### src/sv/stepped_brightness_fade_ramp_macros.svh
// Assertion helpers for the fade ramp block.
// Every property is clocked on clk and disabled while rst_n is low.
`ifndef STEPPED_BRIGHTNESS_FADE_RAMP_MACROS_SVH
`define STEPPED_BRIGHTNESS_FADE_RAMP_MACROS_SVH

`ifndef SYNTHESIS

// Same-cycle implication.
`define SBFR_ASSERT_NOW(label, ante, cons) \
    label: assert property (@(posedge clk) disable iff (!rst_n) (ante) |-> (cons)) \
        else $error("sbfr assertion failed");

// Next-cycle implication.
`define SBFR_ASSERT_NEXT(label, ante, cons) \
    label: assert property (@(posedge clk) disable iff (!rst_n) (ante) |=> (cons)) \
        else $error("sbfr assertion failed");

`else

`define SBFR_ASSERT_NOW(label, ante, cons)
`define SBFR_ASSERT_NEXT(label, ante, cons)

`endif

`endif

### src/sv/sbfr_pkg.sv
package sbfr_pkg;

    localparam int LevelW = 8;
    localparam int DurW   = 16;
    localparam int PcW    = 4;
    localparam int CntW   = 4;

    typedef logic [PcW-1:0]    pc_t;
    typedef logic [LevelW-1:0] level_t;

    // request commands
    localparam logic [1:0] CMD_TICK  = 2'd0;
    localparam logic [1:0] CMD_START = 2'd1;
    localparam logic [1:0] CMD_STOP  = 2'd2;
    localparam logic [1:0] CMD_SET   = 2'd3;

    // microprogram addresses
    localparam pc_t PC_IDLE = pc_t'(0);
    localparam pc_t PC_TICK = pc_t'(1);
    localparam pc_t PC_STOP = pc_t'(2);
    localparam pc_t PC_SET  = pc_t'(3);
    localparam pc_t PC_PREP = pc_t'(4);
    localparam pc_t PC_DIVA = pc_t'(5);
    localparam pc_t PC_DIV2 = pc_t'(6);
    localparam pc_t PC_DIVB = pc_t'(7);
    localparam pc_t PC_FIN  = pc_t'(8);
    localparam pc_t PC_EMIT = pc_t'(9);

    // divider loop counts minus one: 9-bit numerator, then 16-bit numerator
    localparam logic [CntW-1:0] DIVA_LAST = CntW'(LevelW);
    localparam logic [CntW-1:0] DIVB_LAST = CntW'(DurW - 1);

    // config register byte address
    localparam logic [1:0] ADDR_STEP_SIZE = 2'd0;
    localparam level_t     STEP_SIZE_RST  = level_t'(4);

    typedef enum logic [3:0] {
        OP_NOP,
        OP_TICK,
        OP_STOP,
        OP_SET,
        OP_PREP,
        OP_DIV,
        OP_DIV2,
        OP_FIN,
        OP_EMIT
    } op_t;

    typedef enum logic [2:0] {
        COND_NEXT,
        COND_JUMP,
        COND_DISPATCH,
        COND_CNT_NZ,
        COND_ZERO,
        COND_OUT_WAIT
    } cond_t;

    typedef struct packed {
        op_t   op;
        cond_t cond;
        pc_t   target;
    } uword_t;

    // control store
    function automatic uword_t ucode(input pc_t pc);
        uword_t w;
        w = '{op: OP_NOP, cond: COND_JUMP, target: PC_IDLE};
        unique case (pc)
            PC_IDLE: w = '{op: OP_NOP,  cond: COND_DISPATCH, target: PC_IDLE};
            PC_TICK: w = '{op: OP_TICK, cond: COND_JUMP,     target: PC_EMIT};
            PC_STOP: w = '{op: OP_STOP, cond: COND_JUMP,     target: PC_EMIT};
            PC_SET:  w = '{op: OP_SET,  cond: COND_JUMP,     target: PC_EMIT};
            PC_PREP: w = '{op: OP_PREP, cond: COND_NEXT,     target: PC_IDLE};
            PC_DIVA: w = '{op: OP_DIV,  cond: COND_CNT_NZ,   target: PC_DIVA};
            PC_DIV2: w = '{op: OP_DIV2, cond: COND_ZERO,     target: PC_FIN};
            PC_DIVB: w = '{op: OP_DIV,  cond: COND_CNT_NZ,   target: PC_DIVB};
            PC_FIN:  w = '{op: OP_FIN,  cond: COND_NEXT,     target: PC_IDLE};
            PC_EMIT: w = '{op: OP_EMIT, cond: COND_OUT_WAIT, target: PC_IDLE};
            default: w = '{op: OP_NOP,  cond: COND_JUMP,     target: PC_IDLE};
        endcase
        return w;
    endfunction

    function automatic pc_t dispatch(input logic [1:0] cmd);
        pc_t p;
        p = PC_IDLE;
        unique case (cmd)
            CMD_TICK:  p = PC_TICK;
            CMD_START: p = PC_PREP;
            CMD_STOP:  p = PC_STOP;
            CMD_SET:   p = PC_SET;
            default:   p = PC_IDLE;
        endcase
        return p;
    endfunction

    // one step toward tgt, clamped at tgt
    function automatic level_t step_toward(input level_t cur, input level_t tgt,
                                           input logic up, input level_t st);
        logic [LevelW:0] sum;
        logic [LevelW:0] lim;
        level_t          res;
        sum = {1'b0, cur} + {1'b0, st};
        lim = {1'b0, tgt} + {1'b0, st};
        if (up) begin
            if (cur >= tgt || sum >= {1'b0, tgt}) res = tgt;
            else res = sum[LevelW-1:0];
        end
        else begin
            if (cur <= tgt || {1'b0, cur} < lim) res = tgt;
            else res = cur - st;
        end
        return res;
    endfunction

endpackage

### src/sv/stepped_brightness_fade_ramp.sv
// Channel  | Handshake               | Payload
// ---------+-------------------------+----------------------------------
// in       | in_valid / in_ready     | cmd, level, ramp_ms
// out      | out_valid / out_ready   | brightness, active, changed
// cfg      | APB psel/penable/pwrite | paddr, pwdata, prdata (step_size)
//
// One request at a time, run by a microprogram of ten control words.
// Tick, stop and set run one operation word and then the emit word, which
// loads the result register; the sequencer then returns to idle. A start runs
// the prepare word, then the shared shift-subtract divider (9 steps for the step
// count, 16 for the hold time), one quotient bit per cycle, then the finish and
// emit words; a start with zero steps skips the hold division.
// A new request is taken when the sequencer is back at its idle word; the
// result register lets that happen while the previous result still waits.
// A result that finds the result register still full holds the sequencer.
// rst_n clears all ramp state asynchronously; step_size resets to 4.
module stepped_brightness_fade_ramp
    import sbfr_pkg::*;
(
    input  logic                clk,
    input  logic                rst_n,
    // request channel
    input  logic                in_valid,
    output logic                in_ready,
    input  logic [1:0]          cmd,
    input  logic [LevelW-1:0]   level,
    input  logic [DurW-1:0]     ramp_ms,
    // result channel
    output logic                out_valid,
    input  logic                out_ready,
    output logic [LevelW-1:0]   brightness,
    output logic                active,
    output logic                changed,
    // config port
    input  logic                psel,
    input  logic                penable,
    input  logic                pwrite,
    input  logic [1:0]          paddr,
    input  logic [31:0]         pwdata,
    output logic [31:0]         prdata,
    output logic                pready
);

    `include "stepped_brightness_fade_ramp_macros.svh"

    // sequencer
    pc_t              pc_reg, pc_next;
    uword_t           uw;
    logic [CntW-1:0]  cnt_reg;

    // ramp state
    level_t           step_size_reg;
    level_t           cur_reg;
    level_t           tgt_reg;
    logic             up_reg;
    logic [DurW-1:0]  hold_reg;
    logic [DurW-1:0]  tick_reg;
    logic             running_reg;
    logic             stop_reg;
    logic             changed_reg;
    logic             zero_reg;

    // request latch and divider
    level_t           lvl_reg;
    logic [DurW-1:0]  dur_reg;
    logic [DurW-1:0]  num_reg;
    level_t           rem_reg;
    level_t           den_reg;

    // result register
    logic             out_valid_reg;
    level_t           out_level_reg;
    logic             out_active_reg;
    logic             out_changed_reg;

    // datapath helpers
    level_t           eff_st;
    level_t           span;
    logic [LevelW:0]  n9;
    logic [LevelW:0]  trial;
    logic [LevelW:0]  diff;
    logic             ge;
    level_t           step_lvl;
    logic [DurW:0]    tick_inc;
    logic             out_busy;
    logic             accept;
    logic             cfg_wr;

    assign uw       = ucode(pc_reg);
    assign in_ready = (pc_reg == PC_IDLE);
    assign accept   = in_valid && in_ready;
    assign out_busy = out_valid_reg && !out_ready;

    // step_size of zero acts as one
    assign eff_st = (step_size_reg == '0) ? level_t'(1) : step_size_reg;
    assign span   = (lvl_reg > cur_reg) ? (lvl_reg - cur_reg) : (cur_reg - lvl_reg);
    // ceil(span / st) numerator
    assign n9     = {1'b0, span} + {1'b0, eff_st} - (LevelW+1)'(1);

    // restoring divider step: remainder stays below the divisor
    assign trial  = {rem_reg, num_reg[DurW-1]};
    assign ge     = (trial >= {1'b0, den_reg});
    assign diff   = trial - {1'b0, den_reg};

    assign step_lvl = step_toward(cur_reg, tgt_reg, up_reg, eff_st);
    assign tick_inc = {1'b0, tick_reg} + (DurW+1)'(1);

    // next control word address
    always_comb
    begin
        pc_next = pc_reg + pc_t'(1);
        unique case (uw.cond)
            COND_NEXT:     pc_next = pc_reg + pc_t'(1);
            COND_JUMP:     pc_next = uw.target;
            COND_DISPATCH: pc_next = in_valid ? dispatch(cmd) : pc_reg;
            COND_CNT_NZ:   pc_next = (cnt_reg != '0) ? uw.target : pc_reg + pc_t'(1);
            COND_ZERO:     pc_next = (num_reg[LevelW-1:0] == '0) ? uw.target
                                                                 : pc_reg + pc_t'(1);
            COND_OUT_WAIT: pc_next = out_busy ? pc_reg : uw.target;
            default:       pc_next = PC_IDLE;
        endcase
    end

    always_ff @(posedge clk or negedge rst_n)
    begin
        if (!rst_n)
        begin
            pc_reg <= PC_IDLE;
        end
        else
        begin
            pc_reg <= pc_next;
        end
    end

    // config register: only the aligned word address holds step_size
    assign pready = 1'b1;
    assign cfg_wr = psel && penable && pwrite && pready && (paddr == ADDR_STEP_SIZE);
    assign prdata = (paddr == ADDR_STEP_SIZE) ? {{(32-LevelW){1'b0}}, step_size_reg} : '0;

    always_ff @(posedge clk or negedge rst_n)
    begin
        if (!rst_n)
        begin
            step_size_reg <= STEP_SIZE_RST;
        end
        else if (cfg_wr)
        begin
            step_size_reg <= pwdata[LevelW-1:0];
        end
    end

    // ramp state, driven by the current control word
    always_ff @(posedge clk or negedge rst_n)
    begin
        if (!rst_n)
        begin
            cur_reg     <= '0;
            tgt_reg     <= '0;
            up_reg      <= 1'b0;
            hold_reg    <= '0;
            tick_reg    <= '0;
            running_reg <= 1'b0;
            stop_reg    <= 1'b0;
            changed_reg <= 1'b0;
            zero_reg    <= 1'b0;
            cnt_reg     <= '0;
        end
        else
        begin
            case (uw.op)
                OP_TICK:
                begin
                    changed_reg <= 1'b0;
                    if (running_reg)
                    begin
                        if (tick_inc >= {1'b0, hold_reg})
                        begin
                            tick_reg    <= '0;
                            changed_reg <= 1'b1;
                            if (stop_reg || cur_reg == tgt_reg)
                            begin
                                cur_reg     <= tgt_reg;
                                running_reg <= 1'b0;
                                stop_reg    <= 1'b0;
                            end
                            else
                            begin
                                cur_reg <= step_lvl;
                            end
                        end
                        else
                        begin
                            tick_reg <= tick_inc[DurW-1:0];
                        end
                    end
                end
                OP_STOP:
                begin
                    changed_reg <= 1'b0;
                    if (running_reg) stop_reg <= 1'b1;
                end
                OP_SET:
                begin
                    cur_reg     <= lvl_reg;
                    changed_reg <= 1'b1;
                end
                OP_PREP:
                begin
                    tgt_reg     <= lvl_reg;
                    up_reg      <= (lvl_reg > cur_reg);
                    stop_reg    <= 1'b0;
                    tick_reg    <= '0;
                    changed_reg <= 1'b1;
                    cnt_reg     <= DIVA_LAST;
                end
                OP_DIV:
                begin
                    if (cnt_reg != '0) cnt_reg <= cnt_reg - CntW'(1);
                end
                OP_DIV2:
                begin
                    zero_reg <= (num_reg[LevelW-1:0] == '0);
                    cnt_reg  <= DIVB_LAST;
                end
                OP_FIN:
                begin
                    if (zero_reg || num_reg == '0)
                    begin
                        hold_reg    <= zero_reg ? '0 : num_reg;
                        cur_reg     <= tgt_reg;
                        running_reg <= 1'b0;
                    end
                    else
                    begin
                        hold_reg    <= num_reg;
                        cur_reg     <= step_lvl;
                        running_reg <= 1'b1;
                    end
                end
                default:
                begin
                end
            endcase
        end
    end

    // request latch and divider registers
    always_ff @(posedge clk)
    begin
        if (accept)
        begin
            lvl_reg <= level;
            dur_reg <= ramp_ms;
        end
        case (uw.op)
            OP_PREP:
            begin
                num_reg <= {n9, {(DurW-LevelW-1){1'b0}}};
                rem_reg <= '0;
                den_reg <= eff_st;
            end
            OP_DIV:
            begin
                num_reg <= {num_reg[DurW-2:0], ge};
                rem_reg <= ge ? diff[LevelW-1:0] : trial[LevelW-1:0];
            end
            OP_DIV2:
            begin
                num_reg <= dur_reg;
                rem_reg <= '0;
                den_reg <= num_reg[LevelW-1:0];
            end
            default:
            begin
            end
        endcase
    end

    // result register
    always_ff @(posedge clk or negedge rst_n)
    begin
        if (!rst_n)
        begin
            out_valid_reg <= 1'b0;
        end
        else if (uw.op == OP_EMIT && !out_busy)
        begin
            out_valid_reg <= 1'b1;
        end
        else if (out_ready)
        begin
            out_valid_reg <= 1'b0;
        end
    end

    always_ff @(posedge clk)
    begin
        if (uw.op == OP_EMIT && !out_busy)
        begin
            out_level_reg   <= cur_reg;
            out_active_reg  <= running_reg;
            out_changed_reg <= changed_reg;
        end
    end

    assign out_valid  = out_valid_reg;
    assign brightness = out_level_reg;
    assign active     = out_active_reg;
    assign changed    = out_changed_reg;

    // a running ramp always has a nonzero hold and a tick count below it
    `SBFR_ASSERT_NOW(a_hold_nz, running_reg, hold_reg != '0)
    `SBFR_ASSERT_NOW(a_tick_lt_hold, running_reg, tick_reg < hold_reg)
    // a pending stop only exists during a ramp
    `SBFR_ASSERT_NOW(a_stop_running, stop_reg, running_reg)
    // the step-count division has fully drained before the hold division
    `SBFR_ASSERT_NOW(a_diva_done, pc_reg == PC_DIV2, cnt_reg == '0)
    // a result blocked by a full result register keeps the sequencer waiting
    `SBFR_ASSERT_NEXT(a_emit_hold, pc_reg == PC_EMIT && out_busy, pc_reg == PC_EMIT)

endmodule
### config.mk
export PLATFORM = sky130hd
export DESIGN_NAME = stepped_brightness_fade_ramp
export DESIGN_NICKNAME = d
export VERILOG_FILES = /design/src/sv/sbfr_pkg.sv /design/src/sv/stepped_brightness_fade_ramp.sv
export VERILOG_INCLUDE_DIRS = /design/src /design/src/sv
export SDC_FILE = /design/constraint.sdc
export NUM_CORES = 1
export LEC_CHECK = 0
export BUFFER_PORTS_ARGS = -buffer_cell sky130_fd_sc_hd__buf_4
export CAP_MARGIN = 20
export CORE_UTILIZATION = 50
export DETAILED_ROUTE_END_ITERATION = 8
export PLACE_DENSITY = 0.74
export SLEW_MARGIN = 15
export SYNTH_ARGS = -nofsm -noshare
export SYNTH_HDL_FRONTEND = slang
export SYNTH_SLANG_ARGS = --single-unit
### constraint.sdc
create_clock -name clk -period 5.8 [get_ports clk]
set_clock_uncertainty 0.15 [all_clocks]
set_input_delay 0.29 -clock clk [delete_from_list [all_inputs] [get_ports clk]]
set_output_delay 0.29 -clock clk [all_outputs]
set_load 0.02 [all_outputs]
==> out/results.ini <==
[outcome]
status = complete, no violations

[clock_tree]
cts_buffers = 17
path_clk_slew_ps = 60
postCtsSetupBuffers = 0
cts_tree = yes
h-tree-depth = 4
clk_latency_ps = 430
cts_root_buf = clkbuf_16
cts_buffer_depth = 2
cts.sinks = 136

[critical_path]
path_common_cell = inv_1
cp_cell_sequence = inv_1 -> a41oi_1 -> inv_1 -> ha_1 -> fa_1 -> nand2b_1 -> a21oi_1 -> nor2_1 -> buf_4 -> o21bai_1 -> a21oi_1 -> xnor2_1 -> inv_1 -> ha_1 -> a211oi_1 -> o211ai_1 -> o221ai_1 -> nand4bb_1 -> nor3_2 -> o21bai_2 -> a221o_1 -> a31oi_1
crit_type = reg -> reg
required_ps = 6000
worst_setup_path_start_kind = flop
r2r_start = step_size_reg[2]
r2r_cells = 22
slowest_delay_ps = 580
crit_fanout = 6
cp-end-kind = flop
cpLargestDelayFamily = compound AO/OA/AOI/OAI gates
cpMaxStageDelayCell = dfstp_2
path_buf_inv = 4
worstReg2RegEnd = cur_reg[0]
r2r_slack_ps = 540
cp_data_arrival_time_ps = 5460

[synthesis]
ys_warn_count = 0
async_flop_share_pct = 51.5
syn_inst = 1065
synth-seq-area-share_pct = 37.6
synth_fa_ha_area_share_pct = 15.5
synthMuxAreaShare_pct = 2.67
synth_top_family_by_area = compound AO/OA/AOI/OAI gates
synth-xor-area-share_pct = 4.06
syn-cell-area_um2 = 9920
synth_cell_types = 76
synth_seq_cells = 136
synth_ff_type = dfrtp_1
synth_compound_area_share_pct = 17.5
synth-edff-count = 66
synth.avg_cell_area_um2 = 9.32
synth_simple_gate_area_share_pct = 15.0

[floorplan]
dieHeight_um = 143
design.die.area_um2 = 20400
ios = 112
die_w_um = 143
core.rowCount = 51
core_um2 = 19500
start_util_pct = 51.0

[global_route]
grt_pass1_vias = 7650
grt_pass1_wl_um = 39000
track_usage_pct = 25.0
gr-total-overflow = 0
grtUsageMet2_pct = 41.3
grt.busiest_layer = met2
grt_max_degree = 71
antenna_found_initial = 0
use_met1_pct = 32.7
met3_usage_pct = 3.49

[route]
postRouteAntennaNets = 0
viasPerCell = 5.52
wl_per_cell_um = 16.8
first_pass_iters = 5
wirelength_um = 24200
drc = 0
drt_iter0_drc = 414
num_vias = 7925

[hold_path]
hp-start = out_ready
whs_endpoint = out_valid
hold_class = in -> reg
min_path_cells = 3

[place]
gp_congestion = 0.896
io_buffers = 62
dp_slack_ps = 688
place_hpwl_um = 17500

[layout]
nFillCells = 1633
seqCellArea_um2 = 3730
syn_to_final_growth_pct = 16.2
final_nets = 1344
layout_common_cells = ha_1 (112), inv_1 (109), nand2_1 (94)
drive_gt1_share_pct = 12.3
multi_input_area_um2 = 5540
diodes = 0
layout_commonest_cell = ha_1

[pwr]
p_leak_nw = 5.18
sw_frac_of_total_pct = 45.2
p_int_mw = 3.97
switchingPower_mw = 3.28
ir_drop_mv = 0.407
p_comb_share_pct = 60.4
clock_power_share_pct = 15.6
powerDensity_nw_per_um2 = 628
seqPwrFrac_pct = 24.0

[timing]
tightest_slew_ps = 996
hold_viol = 0
hold_slack_ps = 49.9
fin_crit_ps = 5260
relSlewSlack_pct = 33.4
rsz0062_at_grt = false
drv_slew = 0
tns_ps = 0
min_period_over_period_pct = 90.7
setup_viol = 0
fin_ws_ps = 542
fmax_ghz = 0.190

[flow_run]
drv_cap = 0

routing by layer:
layer  vias to the layer above  part of all wire, %
li1                       3914                    -
met1                      3733                   45
met2                       226                   47
met3                        52                  4.0
met4                         0                  3.2
met5                         -                    0
power groups by stage:
stage / sequential (mW) / combinational (mW) / clock, mW
after detailed placement: 1.75 / 4.25 / 0
after global placement: 1.74 / 4.13 / 0
after floorplan: 1.66 / 3.28 / 0
after CTS: 1.73 / 4.33 / 1.14
final: 1.74 / 4.37 / 1.13
after global routing: 1.77 / 4.90 / 1.18
worst min-delay path: stages:
cell and delay [ps]:
buf_4 80, nor2b_1 60, o21bai_1 150
synth_stat cells, drive strengths merged (7+ instances only):
cell      n  area [um^2]
o21a      7         52.6
buf      36          249
a22oi    16          120
nand4    16          100
nand2    94          353
o21bai   11         86.3
nor2b    16          100
a21oi    52          264
a31oi     7         43.8
mux2i    13          130
nor4     10         77.6
a211oi   10         80.1
edfxtp   66         1980
a21o     13         98.9
nand3    16         80.1
nor3     22          115
mux2     12          135
dfrtp    69         1730
fa        7          140
clkbuf   23         87.6
ha      112         1400
nand2b   34          213
xnor2    28          245
inv     110          413
xor2     18          158
o21ai    97          497
o211ai   13         97.6
nor2     61          229
through the flow:
| step | util [%] | instance area, um^2 | cells | power [mW] |
|---|---|---|---|---|
| 3_3_place_gp | 54.4 | 10600 | 1370 | 5.87 |
| 4_1_cts | 59.2 | 11500 | 1436 | 7.20 |
| 2_1_floorplan | - | 10000 | 1088 | 4.95 |
| 6_report | 59.2 | 11500 | 1436 | 7.24 |
| 5_1_grt | 59.2 | 11500 | 1436 | 7.84 |
| 3_5_place_dp | 54.4 | 10600 | 1371 | 6.00 |
how the worst max path moves through the flow:
stage	start	end	slack, ps	depth (start not counted)
global route	step_size_reg[2]	cur_reg[0]	200	22
CTS	step_size_reg[2]	cur_reg[0]	620	22
finish	step_size_reg[2]	cur_reg[0]	540	22
floorplan	step_size_reg[2]	cur_reg[0]	1340	22
global placement	step_size_reg[2]	cur_reg[0]	730	22
detailed placement	step_size_reg[2]	cur_reg[0]	690	22
kinds of logic after synthesis:
group	Yosys count
muxes	25
buffers and inverters	169
xor gates and xnor gates	46
other	2
and+or+nand+nor	299
DFF	136
AOI/OAI and AO/OA	269
adders and majority gates	119
final cells by class:
| cell class | instances | share of cell area [%] |
|---|---|---|
| multi-input cells | 783 | 48.0 |
| flip-flops and latches | 136 | 32.4 |
| repair buffers | 110 | 7.91 |
| clock buffers | 17 | 3.69 |
| inverters | 110 | 3.58 |
| well taps | 265 | 2.88 |
| clock inverters | 15 | 1.51 |
what timing repair did:
| action | in CTS | in global routing |
|---|---|---|
| gates resized for setup | 0 | 0 |
| hold buffers | 33 | 0 |
| hold endpoints to repair | 101 | 0 |
(Power assumes the default switching activity.)
